<file path="src/rtl/bsac_pkg.sv">
// ----------------------------------------------------------------------------
// bsac_pkg
// Shared types and constants for the barometric sample averaging and
// compensation block.
// ----------------------------------------------------------------------------
`default_nettype none

package bsac_pkg;

	// averaging
	localparam int AVG_SHIFT_DEF = 4;

	// field widths
	localparam int SAMPLE_W = 24;
	localparam int COEF_W   = 16;
	localparam int PRESS_W  = 23;
	localparam int TEMP_W   = 19;

	// configuration port
	localparam int NUM_COEF  = 6;
	localparam int CFG_IDX_W = 3;

	typedef enum logic [CFG_IDX_W-1:0] {
		REG_SENS        = 3'd0,
		REG_OFFSET      = 3'd1,
		REG_SENS_TEMPCO = 3'd2,
		REG_OFF_TEMPCO  = 3'd3,
		REG_REF_TEMP    = 3'd4,
		REG_TEMP_SENS   = 3'd5
	} cfg_reg_t;

	// sample kinds
	localparam logic CMD_TEMP  = 1'b0;
	localparam logic CMD_PRESS = 1'b1;

	// result limits
	localparam int P_MAX        = 4194303;
	localparam int P_MIN        = -4194304;
	localparam int T_MAX        = 262143;
	localparam int T_MIN        = -262144;
	localparam int T_OFFSET     = 2000;
	localparam int IN_RANGE_MIN = 3276800;   // 100 * 2^15

	// shared multiplier operand selection
	typedef enum logic [2:0] {
		MUL_NONE,
		MUL_TEMP,
		MUL_OFF,
		MUL_SENS,
		MUL_LO,
		MUL_HI
	} mul_sel_t;

	// controller states
	typedef enum logic [3:0] {
		ST_IDLE,
		ST_DT,
		ST_MUL_T,
		ST_MUL_OFF,
		ST_MUL_SENS,
		ST_SENS,
		ST_MUL_LO,
		ST_MUL_HI,
		ST_ACC,
		ST_X,
		ST_OUT
	} state_t;

	// controller to datapath commands
	typedef struct packed {
		logic     avg_upd;
		logic     dt_ld;
		mul_sel_t mul_sel;
		logic     temp_ld;
		logic     off_ld;
		logic     sens_ld;
		logic     acc_ld;
		logic     acc_add;
		logic     x_ld;
		logic     out_ld;
	} cmd_t;

endpackage

`default_nettype wire

</file>
<file path="src/rtl/bsac_if.sv">
// ----------------------------------------------------------------------------
// bsac_if
// Valid/ready channels for raw samples in and compensated results out.
// ----------------------------------------------------------------------------
`default_nettype none

interface bsac_in_if;
	logic                              valid;
	logic                              ready;
	logic                              cmd;
	logic [bsac_pkg::SAMPLE_W-1:0]     sample;

	modport source (output valid, output cmd, output sample, input ready);
	modport sink   (input valid, input cmd, input sample, output ready);
endinterface

interface bsac_out_if;
	logic                              valid;
	logic                              ready;
	logic signed [bsac_pkg::PRESS_W-1:0] pressure;
	logic signed [bsac_pkg::TEMP_W-1:0]  temperature;
	logic                              in_range;

	modport source (output valid, output pressure, output temperature, output in_range,
		input ready);
	modport sink   (input valid, input pressure, input temperature, input in_range,
		output ready);
endinterface

`default_nettype wire

</file>
<file path="src/rtl/bsac_datapath.sv">
// ----------------------------------------------------------------------------
// bsac_datapath
// Sample averages, coefficient registers, shared multiplier and the
// compensation arithmetic, stepped by the controller.
// ----------------------------------------------------------------------------
`default_nettype none

module bsac_datapath #(
	parameter int AVG_SHIFT = bsac_pkg::AVG_SHIFT_DEF
) (
	input  logic                                 clk,
	input  logic                                 arst_n,
	input  bsac_pkg::cmd_t                       cmd,
	input  logic                                 in_cmd,
	input  logic [bsac_pkg::SAMPLE_W-1:0]        in_sample,
	input  logic                                 cfg_we,
	input  logic [bsac_pkg::CFG_IDX_W-1:0]       cfg_idx,
	input  logic [bsac_pkg::COEF_W-1:0]          cfg_wdata,
	output logic signed [bsac_pkg::PRESS_W-1:0]  pressure,
	output logic signed [bsac_pkg::TEMP_W-1:0]   temperature,
	output logic                                 in_range
);

	localparam int SW = bsac_pkg::SAMPLE_W;
	localparam logic signed [SW:0] DIFF_RND = (SW+1)'((1 << AVG_SHIFT) - 1);

	// coefficient registers
	logic [bsac_pkg::COEF_W-1:0] c_sens_q, c_off_q, c_sens_tc_q, c_off_tc_q;
	logic [bsac_pkg::COEF_W-1:0] c_ref_q, c_tsens_q;

	// averages and intermediate results
	logic [SW-1:0]        avg_temp_q, avg_press_q;
	logic signed [SW:0]   dt_q;
	logic signed [43:0]   prod_q;
	logic signed [21:0]   temp_sum_q;
	logic signed [35:0]   off_q, sens_q;
	logic signed [61:0]   acc_q;
	logic signed [41:0]   x_q;

	// combinational helpers
	logic [SW-1:0]        avg_cur, avg_new;
	logic signed [SW:0]   diff, diff_div;
	logic signed [SW:0]   mul_a;
	logic signed [18:0]   mul_b;
	logic signed [43:0]   t_sh, off_div, sens_div;
	logic signed [61:0]   acc_div;
	logic signed [41:0]   p_div;
	logic signed [26:0]   p_trunc;

	// configuration writes; indexes beyond the list are dropped
	always_ff @(posedge clk or negedge arst_n) begin
		if (!arst_n) begin
			c_sens_q    <= '0;
			c_off_q     <= '0;
			c_sens_tc_q <= '0;
			c_off_tc_q  <= '0;
			c_ref_q     <= '0;
			c_tsens_q   <= '0;
		end else if (cfg_we) begin
			case (cfg_idx)
				bsac_pkg::REG_SENS:        c_sens_q    <= cfg_wdata;
				bsac_pkg::REG_OFFSET:      c_off_q     <= cfg_wdata;
				bsac_pkg::REG_SENS_TEMPCO: c_sens_tc_q <= cfg_wdata;
				bsac_pkg::REG_OFF_TEMPCO:  c_off_tc_q  <= cfg_wdata;
				bsac_pkg::REG_REF_TEMP:    c_ref_q     <= cfg_wdata;
				bsac_pkg::REG_TEMP_SENS:   c_tsens_q   <= cfg_wdata;
				default: ;
			endcase
		end
	end

	// running average: empty average loads the sample, else step by diff/2^N
	always_comb begin
		avg_cur  = (in_cmd == bsac_pkg::CMD_PRESS) ? avg_press_q : avg_temp_q;
		diff     = $signed({1'b0, in_sample}) - $signed({1'b0, avg_cur});
		diff_div = $signed(diff + (diff[SW] ? DIFF_RND : '0)) >>> AVG_SHIFT;
		avg_new  = (avg_cur == '0) ? in_sample : avg_cur + diff_div[SW-1:0];
	end

	always_ff @(posedge clk or negedge arst_n) begin
		if (!arst_n) begin
			avg_temp_q  <= '0;
			avg_press_q <= '0;
		end else if (cmd.avg_upd) begin
			if (in_cmd == bsac_pkg::CMD_PRESS)
				avg_press_q <= avg_new;
			else
				avg_temp_q <= avg_new;
		end
	end

	// shared multiplier operands
	always_comb begin
		unique case (cmd.mul_sel)
			bsac_pkg::MUL_TEMP: begin
				mul_a = dt_q;
				mul_b = $signed({3'b000, c_tsens_q});
			end
			bsac_pkg::MUL_OFF: begin
				mul_a = dt_q;
				mul_b = $signed({3'b000, c_off_tc_q});
			end
			bsac_pkg::MUL_SENS: begin
				mul_a = dt_q;
				mul_b = $signed({3'b000, c_sens_tc_q});
			end
			bsac_pkg::MUL_LO: begin
				mul_a = $signed({1'b0, avg_press_q});
				mul_b = $signed({1'b0, sens_q[17:0]});
			end
			bsac_pkg::MUL_HI: begin
				mul_a = $signed({1'b0, avg_press_q});
				mul_b = $signed({sens_q[35], sens_q[35:18]});
			end
			default: begin
				mul_a = '0;
				mul_b = '0;
			end
		endcase
	end

	// truncating and flooring shifts of the product and accumulator
	always_comb begin
		t_sh     = prod_q >>> 23;
		off_div  = (prod_q + (prod_q[43] ? 44'sd63 : 44'sd0)) >>> 6;
		sens_div = (prod_q + (prod_q[43] ? 44'sd127 : 44'sd0)) >>> 7;
		acc_div  = (acc_q + (acc_q[61] ? 62'sd2097151 : 62'sd0)) >>> 21;
		p_div    = (x_q + (x_q[41] ? 42'sd32767 : 42'sd0)) >>> 15;
		p_trunc  = $signed(p_div[26:0]);
	end

	// datapath registers
	always_ff @(posedge clk) begin
		prod_q <= mul_a * mul_b;
		if (cmd.dt_ld)
			dt_q <= $signed({1'b0, avg_temp_q}) - $signed({1'b0, c_ref_q, 8'h00});
		if (cmd.temp_ld)
			temp_sum_q <= $signed(t_sh[21:0]) + 22'(bsac_pkg::T_OFFSET);
		if (cmd.off_ld)
			off_q <= $signed({3'b000, c_off_q, 17'b0}) + $signed(off_div[35:0]);
		if (cmd.sens_ld)
			sens_q <= $signed({4'b0000, c_sens_q, 16'b0}) + $signed(sens_div[35:0]);
		if (cmd.acc_ld)
			acc_q <= {{18{prod_q[43]}}, prod_q};
		else if (cmd.acc_add)
			acc_q <= acc_q + $signed({prod_q, 18'b0});
		if (cmd.x_ld)
			x_q <= $signed(acc_div[41:0]) - {{6{off_q[35]}}, off_q};
	end

	// result register with saturation
	always_ff @(posedge clk) begin
		if (cmd.out_ld) begin
			if (p_trunc > bsac_pkg::P_MAX)
				pressure <= bsac_pkg::PRESS_W'(bsac_pkg::P_MAX);
			else if (p_trunc < bsac_pkg::P_MIN)
				pressure <= bsac_pkg::PRESS_W'(bsac_pkg::P_MIN);
			else
				pressure <= p_trunc[bsac_pkg::PRESS_W-1:0];
			if (temp_sum_q > bsac_pkg::T_MAX)
				temperature <= bsac_pkg::TEMP_W'(bsac_pkg::T_MAX);
			else if (temp_sum_q < bsac_pkg::T_MIN)
				temperature <= bsac_pkg::TEMP_W'(bsac_pkg::T_MIN);
			else
				temperature <= temp_sum_q[bsac_pkg::TEMP_W-1:0];
			in_range <= (x_q >= 42'(bsac_pkg::IN_RANGE_MIN));
		end
	end

endmodule

`default_nettype wire

</file>
<file path="src/rtl/bsac_ctrl.sv">
// ----------------------------------------------------------------------------
// bsac_ctrl
// Sequencer for the compensation steps and the channel handshakes.
// ----------------------------------------------------------------------------
`default_nettype none

module bsac_ctrl (
	input  logic            clk,
	input  logic            arst_n,
	input  logic            in_valid,
	input  logic            in_cmd,
	output logic            in_ready,
	output logic            out_valid,
	input  logic            out_ready,
	output bsac_pkg::cmd_t  cmd
);

	bsac_pkg::state_t state_q, state_d;
	logic             out_valid_q;
	logic             in_xfer, out_free;

	assign in_ready  = (state_q == bsac_pkg::ST_IDLE);
	assign in_xfer   = in_valid && in_ready;
	assign out_free  = !out_valid_q || out_ready;
	assign out_valid = out_valid_q;

	// state register
	always_ff @(posedge clk or negedge arst_n) begin
		if (!arst_n)
			state_q <= bsac_pkg::ST_IDLE;
		else
			state_q <= state_d;
	end

	// next state and step commands
	always_comb begin
		state_d     = state_q;
		cmd         = '0;
		cmd.mul_sel = bsac_pkg::MUL_NONE;
		unique case (state_q)
			bsac_pkg::ST_IDLE: begin
				cmd.avg_upd = in_xfer;
				if (in_xfer && in_cmd == bsac_pkg::CMD_PRESS)
					state_d = bsac_pkg::ST_DT;
			end
			bsac_pkg::ST_DT: begin
				cmd.dt_ld = 1'b1;
				state_d   = bsac_pkg::ST_MUL_T;
			end
			bsac_pkg::ST_MUL_T: begin
				cmd.mul_sel = bsac_pkg::MUL_TEMP;
				state_d     = bsac_pkg::ST_MUL_OFF;
			end
			bsac_pkg::ST_MUL_OFF: begin
				cmd.mul_sel = bsac_pkg::MUL_OFF;
				cmd.temp_ld = 1'b1;
				state_d     = bsac_pkg::ST_MUL_SENS;
			end
			bsac_pkg::ST_MUL_SENS: begin
				cmd.mul_sel = bsac_pkg::MUL_SENS;
				cmd.off_ld  = 1'b1;
				state_d     = bsac_pkg::ST_SENS;
			end
			bsac_pkg::ST_SENS: begin
				cmd.sens_ld = 1'b1;
				state_d     = bsac_pkg::ST_MUL_LO;
			end
			bsac_pkg::ST_MUL_LO: begin
				cmd.mul_sel = bsac_pkg::MUL_LO;
				state_d     = bsac_pkg::ST_MUL_HI;
			end
			bsac_pkg::ST_MUL_HI: begin
				cmd.mul_sel = bsac_pkg::MUL_HI;
				cmd.acc_ld  = 1'b1;
				state_d     = bsac_pkg::ST_ACC;
			end
			bsac_pkg::ST_ACC: begin
				cmd.acc_add = 1'b1;
				state_d     = bsac_pkg::ST_X;
			end
			bsac_pkg::ST_X: begin
				cmd.x_ld = 1'b1;
				state_d  = bsac_pkg::ST_OUT;
			end
			bsac_pkg::ST_OUT: begin
				// wait for the result register to be free
				if (out_free) begin
					cmd.out_ld = 1'b1;
					state_d    = bsac_pkg::ST_IDLE;
				end
			end
			default: state_d = bsac_pkg::ST_IDLE;
		endcase
	end

	// result valid flag
	always_ff @(posedge clk or negedge arst_n) begin
		if (!arst_n)
			out_valid_q <= 1'b0;
		else if (cmd.out_ld)
			out_valid_q <= 1'b1;
		else if (out_ready)
			out_valid_q <= 1'b0;
	end

`ifndef ASSERT_OFF
	// a waiting result is never overwritten
	a_no_overwrite: assert property (@(posedge clk) disable iff (!arst_n)
		cmd.out_ld |-> (!out_valid_q || out_ready))
		else $error("result register loaded while still held");

	// a pressure transfer starts the compensation sequence
	a_press_starts: assert property (@(posedge clk) disable iff (!arst_n)
		(in_xfer && in_cmd == bsac_pkg::CMD_PRESS) |=> state_q == bsac_pkg::ST_DT)
		else $error("pressure sample did not start compensation");

	// a temperature transfer gives no result and leaves the block ready
	a_temp_idle: assert property (@(posedge clk) disable iff (!arst_n)
		(in_xfer && in_cmd == bsac_pkg::CMD_TEMP) |=> (in_ready && !cmd.out_ld))
		else $error("temperature sample left the controller busy");

	// the high partial product is always added right after the low one is loaded
	a_acc_order: assert property (@(posedge clk) disable iff (!arst_n)
		cmd.acc_add |-> $past(cmd.acc_ld))
		else $error("accumulate without a preceding load");

	// averages move only on an input transfer
	a_avg_on_xfer: assert property (@(posedge clk) disable iff (!arst_n)
		cmd.avg_upd |-> (in_valid && in_ready))
		else $error("average updated without a transfer");
`endif

endmodule

`default_nettype wire

</file>
<file path="src/rtl/baro_sample_average_compensate.sv">
// ----------------------------------------------------------------------------
// baro_sample_average_compensate
// Running averages of raw temperature and pressure samples with first-order
// calibration of each pressure sample into temperature and pressure.
// ----------------------------------------------------------------------------
//  channel  dir  handshake      payload
//  in_ch    in   valid/ready    cmd (1), sample (24)
//  out_ch   out  valid/ready    pressure (s23), temperature (s19), in_range (1)
//  cfg      in   cfg_we         cfg_idx (3), cfg_wdata (16)
//
//  A temperature sample updates its average, gives no result and leaves
//  the block ready. A pressure sample steps through the states DT, MUL_T,
//  MUL_OFF, MUL_SENS, SENS, MUL_LO, MUL_HI, ACC, X and OUT, with five passes
//  through the single shared 25x19 multiplier plus the wide adds around it;
//  its result is loaded in OUT and the block then takes samples in IDLE.
//  Reset clears the coefficients, both averages and the controller. While
//  the output register holds an untaken result the next sample is still
//  taken; a second pressure result waits in its last step for it.
// ----------------------------------------------------------------------------
`default_nettype none

module baro_sample_average_compensate #(
	parameter int AVG_SHIFT = bsac_pkg::AVG_SHIFT_DEF
) (
	input  logic                             clk,
	input  logic                             arst_n,
	bsac_in_if.sink                          in_ch,
	bsac_out_if.source                       out_ch,
	input  logic                             cfg_we,
	input  logic [bsac_pkg::CFG_IDX_W-1:0]   cfg_idx,
	input  logic [bsac_pkg::COEF_W-1:0]      cfg_wdata
);

	bsac_pkg::cmd_t cmd;

	// sequencer
	bsac_ctrl u_ctrl (
		.clk       (clk),
		.arst_n    (arst_n),
		.in_valid  (in_ch.valid),
		.in_cmd    (in_ch.cmd),
		.in_ready  (in_ch.ready),
		.out_valid (out_ch.valid),
		.out_ready (out_ch.ready),
		.cmd       (cmd)
	);

	// arithmetic
	bsac_datapath #(
		.AVG_SHIFT (AVG_SHIFT)
	) u_datapath (
		.clk         (clk),
		.arst_n      (arst_n),
		.cmd         (cmd),
		.in_cmd      (in_ch.cmd),
		.in_sample   (in_ch.sample),
		.cfg_we      (cfg_we),
		.cfg_idx     (cfg_idx),
		.cfg_wdata   (cfg_wdata),
		.pressure    (out_ch.pressure),
		.temperature (out_ch.temperature),
		.in_range    (out_ch.in_range)
	);

endmodule

`default_nettype wire

</file>
<file path="src/flat_wrapper.sv">
// flat-port wrapper written by rule: the top's interface ports become plain ports
module baro_sample_average_compensate_flat 
#(
	parameter int AVG_SHIFT = bsac_pkg::AVG_SHIFT_DEF
)
  (clk, arst_n, cfg_we, cfg_idx, cfg_wdata, in_ch_valid, in_ch_cmd, in_ch_sample, in_ch_ready, out_ch_valid, out_ch_pressure, out_ch_temperature, out_ch_in_range, out_ch_ready);
  bsac_in_if in_ch_i ();
  bsac_out_if out_ch_i ();
  input  logic clk;
  input  logic arst_n;
  input  logic cfg_we;
  input  logic [bsac_pkg::CFG_IDX_W-1:0] cfg_idx;
  input  logic [bsac_pkg::COEF_W-1:0] cfg_wdata;
  input wire logic [$bits(in_ch_i.valid)-1:0] in_ch_valid;
  input wire logic [$bits(in_ch_i.cmd)-1:0] in_ch_cmd;
  input wire logic [$bits(in_ch_i.sample)-1:0] in_ch_sample;
  output wire logic [$bits(in_ch_i.ready)-1:0] in_ch_ready;
  output wire logic [$bits(out_ch_i.valid)-1:0] out_ch_valid;
  output wire logic [$bits(out_ch_i.pressure)-1:0] out_ch_pressure;
  output wire logic [$bits(out_ch_i.temperature)-1:0] out_ch_temperature;
  output wire logic [$bits(out_ch_i.in_range)-1:0] out_ch_in_range;
  input wire logic [$bits(out_ch_i.ready)-1:0] out_ch_ready;
  assign in_ch_i.valid = in_ch_valid;
  assign in_ch_i.cmd = in_ch_cmd;
  assign in_ch_i.sample = in_ch_sample;
  assign in_ch_ready = in_ch_i.ready;
  assign out_ch_valid = out_ch_i.valid;
  assign out_ch_pressure = out_ch_i.pressure;
  assign out_ch_temperature = out_ch_i.temperature;
  assign out_ch_in_range = out_ch_i.in_range;
  assign out_ch_i.ready = out_ch_ready;
  baro_sample_average_compensate #(.AVG_SHIFT(AVG_SHIFT)) u_core (.clk(clk), .arst_n(arst_n), .in_ch(in_ch_i), .out_ch(out_ch_i), .cfg_we(cfg_we), .cfg_idx(cfg_idx), .cfg_wdata(cfg_wdata));
endmodule
</file>
<file path="config.mk">
export PLATFORM = sky130hd
export DESIGN_NAME = baro_sample_average_compensate_flat
export DESIGN_NICKNAME = d
export VERILOG_FILES = /design/src/rtl/bsac_pkg.sv /design/src/rtl/bsac_if.sv /design/src/rtl/bsac_datapath.sv /design/src/rtl/bsac_ctrl.sv /design/src/rtl/baro_sample_average_compensate.sv /design/src/flat_wrapper.sv
export SDC_FILE = /design/constraint.sdc
export NUM_CORES = 2
export LEC_CHECK = 0
export BUFFER_PORTS_ARGS = -buffer_cell sky130_fd_sc_hd__buf_2
export CORE_MARGIN = 3
export CORE_UTILIZATION = 55
export DETAILED_ROUTE_END_ITERATION = 16
export PLACE_DENSITY = 0.71
export SYNTH_ARGS = -nofsm -noshare
export SYNTH_HDL_FRONTEND = slang
export SYNTH_SLANG_ARGS = --single-unit
</file>
<file path="constraint.sdc">
create_clock -name clk -period 11.7 [get_ports clk]
set_input_delay 1.755 -clock clk [delete_from_list [all_inputs] [get_ports clk]]
set_output_delay 1.755 -clock clk [all_outputs]
set_load 0.005 [all_outputs]
</file>
# Word-level counts from Yosys, hierarchy flattened
# Cells that the tools add are included.
# word_totals
ff_bits,459
# classes
add_sub_neg,13
multipliers,1
n_lt_le_gt_ge,5
eq_ne,22
mux,29
bitwise_logic,1
reduce_logical,20
# ops
cell,count
$mux 62,2
$pmux 19 s5,1
$add 62x22->62,1
$add 62x62->62,1
$pmux 25 s2,1
$sub 24x24->25,2
$mux 24,2
$mul 25x19->44,1
$pmux 4 s11,1
$add 43x8->43,1
$add 42x16->42,1
$add 42x7->42,1
$ge 42x23->1 const B,1
$sub 41x36->42,1
$add 33x36->36,1
$add 34x36->36,1
$gt 27x23->1 const B,1
$lt 27x23->1 const B,1
$add 25x4->25,1
$add 24x24->24,1
$logic_not 24->1,1
$mux 23,1
$add 21x12->22 const B,1
$gt 22x19->1 const B,1
28 further kinds,64

# Depth between registers and ports, before layout
# depth
word_depth,6
ltp_mapped,37
mapped_depth_nobuf,34

# Cells and area by module
# A second synthesis with hierarchy kept.
# unflattened
hier_cells,4753
hier_area_um2,45907.8
# modules_own_cells
module,n_inst,cells_per_inst,area_per_inst_um2,seq_area_each_um2
bsac_datapath,1,4706,45476.1,12472.0
bsac_ctrl,1,47,431.7,125.1

# Worst setup path after synthesis
# OpenSTA, ideal clock, no wires.
# synth_path
path_type,register to register
startpoint,reg u_core.u_ctrl.state_q[1]
endpoint,reg u_core.u_datapath.prod_q[43]
setup_ns,0.072
t_arrival_ns,9.295
slack_ns,2.332
stages_incl_launch_ff,30
n_path_buf,4
cell_sequence,dfrtp_1 clkbuf_1 inv_1 nor3_1 and2_1 clkbuf_1 clkbuf_1 a21oi_1 o21ai_1 clkbuf_1 nand2_1 fa_1 fa_1 fa_1 fa_1 fa_1 inv_1 fa_1 ha_1 ha_1 a21oi_1 nor2b_1 o21a_1 or4_1 o221ai_1 o211ai_1 nor3_1 o21bai_1 a21oi_1 xnor2_1
# synth_between
elab_chain_len,6
word_cells_on_any_way,16
cone_classes,1 x mul; 10 x eq/ne; 3 x mux; 2 x reduce/logical
# synth_rtl
element,line_no,source
"start, declared",bsac_ctrl.sv:18,"bsac_pkg::state_t state_q, state_d;"
"start signal, assigned",bsac_ctrl.sv:30,state_q <= bsac_pkg::ST_IDLE;
"start signal, assigned",bsac_ctrl.sv:32,state_q <= state_d;
$eq 4x3->1 or $eq 4x2->1 (tied branches),bsac_ctrl.sv:40,unique case (state_q)
$pmux 3 s5 *,bsac_ctrl.sv:40,
"$eq 3x2->1, or another cell as far along",bsac_datapath.sv:94,unique case (cmd.mul_sel)
$reduce_or 3->1 (no line) or $reduce_or 2->1 (tied branches),n/a,
$pmux 25 s2,bsac_datapath.sv:94,
$mul 25x19->44 *,bsac_datapath.sv:134,prod_q <= mul_a * mul_b;
"end signal, assigned",bsac_datapath.sv:134,
"end, declared",bsac_datapath.sv:34,logic signed [43:0] prod_q;
# Every way passes the cells marked *; elsewhere a longest branch is shown, timed or not.
# A chain may end at the register's enable or synchronous reset.

# Worst setup path after layout
# layout_path
startpoint,in in_ch_cmd
endpoint,reg u_core.u_datapath.avg_temp_q[22]
# layout_between
elab_chain_len,6
word_cells_on_any_way,9
cone_classes,3 x add/sub; 3 x mux; 1 x bitwise; 2 x reduce/logical
# layout_rtl
element,line_no,source
"start, declared",flat_wrapper.sv:15,input wire logic [$bits(in_ch_i.cmd)-1:0] in_ch_cmd;
$mux 24,bsac_datapath.sv:74,avg_cur = (in_cmd == bsac_pkg::CMD_PRESS) ? avg_press_q : avg_temp_q;
$sub 24x24->25,bsac_datapath.sv:75,"diff = $signed({1'b0, in_sample}) - $signed({1'b0, avg_cur});"
$mux 4,bsac_datapath.sv:76,diff_div = $signed(diff + (diff[SW] ? DIFF_RND : '0)) >>> AVG_SHIFT;
$add 25x4->25,bsac_datapath.sv:76,
$add 24x24->24,bsac_datapath.sv:77,avg_new = (avg_cur == '0) ? in_sample : avg_cur + diff_div[SW-1:0];
$mux 24,bsac_datapath.sv:77,
"end signal, assigned",bsac_datapath.sv:88,avg_temp_q <= avg_new;
"end, declared",bsac_datapath.sv:32,"logic [SW-1:0] avg_temp_q, avg_press_q;"
# Parallel ways exist; a longest one is shown, timed or not.

==> results.json <==
{
  "syn_to_final_growth_pct": 7.403,
  "fp.dieW_um": 294.3,
  "setup_viol": 0,
  "synth.top_cell.area_share": 0.2094,
  "hold_viol": 0,
  "drc": 0,
  "drive_gt1_frac": 0.07903,
  "max_cap_viol_count": 0,
  "ant_nets": 0,
  "via_per_inst": 5.854,
  "fp.coreArea_mm2": 0.08224,
  "first_pass_iters": 6,
  "synth_top_flop_cell": "edfxtp_1",
  "post_synth_fa_ha_maj_area_fraction": 0.3047,
  "grt_overflow": 0,
  "async_flop_share": 0.3246,
  "synth.distinct_cells": 82,
  "yosysWarnings": 0,
  "syn_area_mm2": 0.04570,
  "num_rows": 105,
  "antennaDiodeCount": 0,
  "fin_crit_sh": 0.8379,
  "crit_path_end_kind": "flip-flop",
  "outcome": "complete, no violations",
  "hold_path_class": "flip-flop to flip-flop",
  "ys_seq_area_frac": 0.2756,
  "min_period_ps": 9803,
  "ctsHoldBuffers": 0,
  "dieArea_mm2": 0.08659,
  "slowest_delay_ps": 660,
  "critPathArrivalTime_ps": 10260,
  "drt_wl_total_um": 129100,
  "worstPathRequired_ps": 12160,
  "drt_iter0_markers": 2668,
  "crit_fanout": 23,
  "synth-xor-area-share": 0.06937,
  "synth_edf_count": 266,
  "wl_per_cell_um": 21.68,
  "post_cts_buffers": 0,
  "ctsRootBufferMaster": "clkbuf_16",
  "clock-sinks": 459,
  "yosysTopAreaCell": "fa_1",
  "r2r.worst_path.cells": 29,
  "synthSimpleGateAreaFrac": 0.1342,
  "synth_top_family_by_area": "adder cells",
  "tritoncts": "yes",
  "cp_slowest_cell": "nor4_1",
  "io_buffers": 93,
  "avgSynthCellArea_um2": 9.515,
  "cp-start-kind": "primary input",
  "cp_common_cell": "o21ai_0",
  "fin_tns_setup_ps": 0,
  "syn_inst": 4803,
  "path_clk_slew_ps": 60,
  "cts_resized": 0,
  "clock.fmax_mhz": 102.0,
  "cts_buffer_depth": 3,
  "max-slew-margin-rel": 0.1389,
  "first_global_vias": 34980,
  "clock_latency_ps": 610,
  "synthMuxAreaShare": 0.02880,
  "synth-compound-area-share": 0.1191,
  "whs_path_depth": 0,
  "hpwl_um": 100800,
  "route.vias.total": 34850,
  "finalNetCount": 5718,
  "htreeDepth": 2,
  "place_congestion": 0.9823,
  "synth_area_leaders": "fa_1, edfxtp_1, ha_1",
  "fp.dieH_um": 294.3,
  "grt_max_degree": 80,
  "antenna_found_initial": 5,
  "numCtsBuffers": 50,
  "crit_type": "primary input to flip-flop",
  "ys_seq_elements": 459,
  "rsz0062_at_grt": "false",
  "grtUsageTotal": 0.3020,
  "pin_count": 94,
  "start_util": 0.5557,
  "slew_viol_final": 0,
  "worst_pin_slew_ps": 1292,
  "grt_pass1_wl_um": 200000,
  "finClkSkew_ps": 42.39
}
layer usage:
layer / vias to the layer above / track usage / routed length [um]
li1: 16080 / - / -
met1: 17030 / 0.3811 / 51190
met2: 1413 / 0.4947 / 59410
met3: 332 / 0.06315 / 10750
met4: 2 / 0.1528 / 7745
met5: - / 0 / 13
state kept, by name (all words and copies together), names as in the netlist, 4 cells and up:
name                           flops
u_core.u_datapath.prod_q          44
u_core.u_datapath.c_sens_tc_q     16
u_core.u_datapath.acc_q           62
u_core.u_ctrl.state_q              4
u_core.u_datapath.c_off_q         16
u_core.u_datapath.pressure        23
u_core.u_datapath.c_ref_q         16
u_core.u_datapath.temp_sum_q      22
u_core.u_datapath.avg_temp_q      24
u_core.u_datapath.x_q             42
u_core.u_datapath.dt_q            25
u_core.u_datapath.avg_press_q     24
u_core.u_datapath.c_off_tc_q      16
u_core.u_datapath.temperature     19
u_core.u_datapath.c_tsens_q       16
u_core.u_datapath.off_q           36
u_core.u_datapath.c_sens_q        16
u_core.u_datapath.sens_q          36
worst max-delay path, delay by kind of cell:
family	cells	cell delay [ps]
AO/OA/AOI/OAI	15	4150
AND/OR/NAND/NOR	5	1320
adder cells (fa/ha/maj)	4	1220
buffers and inverters	5	850
multiplexers	2	590
XOR/XNOR	2	370
cell families (layout without fill, tap and decap cells):
kind of cell	Yosys count	after routing
buf+inv	829	908
xor+xnor	362	362
compound gates	850	850
mux	120	120
simple gates	1355	1355
flops	459	459
other cells	2	4
fa+ha+maj	826	826
final timing paths:
path                            slack [ps]                           endpoint                       startpoint
worst min-delay path                   490          u_core.u_datapath.dt_q[1]  u_core.u_datapath.avg_temp_q[1]
worst min register to register         490          u_core.u_datapath.dt_q[1]  u_core.u_datapath.avg_temp_q[1]
worst max register to register        2120       u_core.u_datapath.prod_q[43]         u_core.u_ctrl.state_q[1]
worst max-delay path                  1900   u_core.u_datapath.avg_temp_q[22]                        in_ch_cmd
min in group asynchronous             1200  u_core.u_datapath.avg_press_q[16]                           arst_n
max in group asynchronous             9050   u_core.u_datapath.c_sens_tc_q[7]                           arst_n
per-stage QoR:
step / cells / area [um^2] / setup WS (ps) / hold WS [ps] / util
2_1_floorplan: 4805 / 45710 / 2332 / 434.8 / -
3_3_place_gp: 5861 / 47480 / 1497 / 461.1 / 0.5773
3_5_place_dp: 5861 / 47480 / 1403 / 470.5 / 0.5773
4_1_cts: 5954 / 49090 / 1984 / 486.8 / 0.5969
5_1_grt: 5954 / 49090 / 1314 / 494.4 / 0.5969
6_report: 5954 / 49090 / 1897 / 492.6 / 0.5969
cells in the final DEF, fill, tap and decap left out, types with 13 or more instances in the layout:
cell type and n:
inv_1 656, nand2_1 564, fa_1 478, ha_1 348, nor2_1 340, edfxtp_1 266, o21ai_0 224, xnor2_1 219
a21oi_1 212, dfrtp_1 149, xor2_1 143, a21o_1 100, mux2_2 92, buf_2 92, nand3_1 83, and2_1 67
buf_4 64, nor3_1 51, clkbuf_16 50, and3_1 44, dfxtp_1 44, a22oi_1 41, o21a_1 40, nand4_1 39
nand2b_1 37, o21bai_1 35, nor2b_1 33, a22o_1 31, mux2i_1 28, a211oi_1 26, nor4_1 17, a31oi_1 17
or3_1 16, or2_2 14, o211ai_1 13
layout make-up:
type / instances / area (um^2)
tap: 1070 / 1339
inverter: 658 / 2470
clock inverter: 24 / 211.5
sequential: 459 / 12600
fill: 7022 / 33160
clock buffer: 69 / 1393
multi-input combinational: 3517 / 30120
timing repair buffer: 157 / 952.2
synth_stat cells (all sizes together) (143+ instances only):
cell and instances:
o21ai 231, fa 478, edfxtp 266, nor2 343, a21oi 212, ha 348, clkbuf 156, inv 657
xor2 143, nand2 564, dfrtp 149, xnor2 219
Power is left out: the tool's default activity adds up to more than one toggle a clock period on the data nets, which glitch-free logic cannot reach.
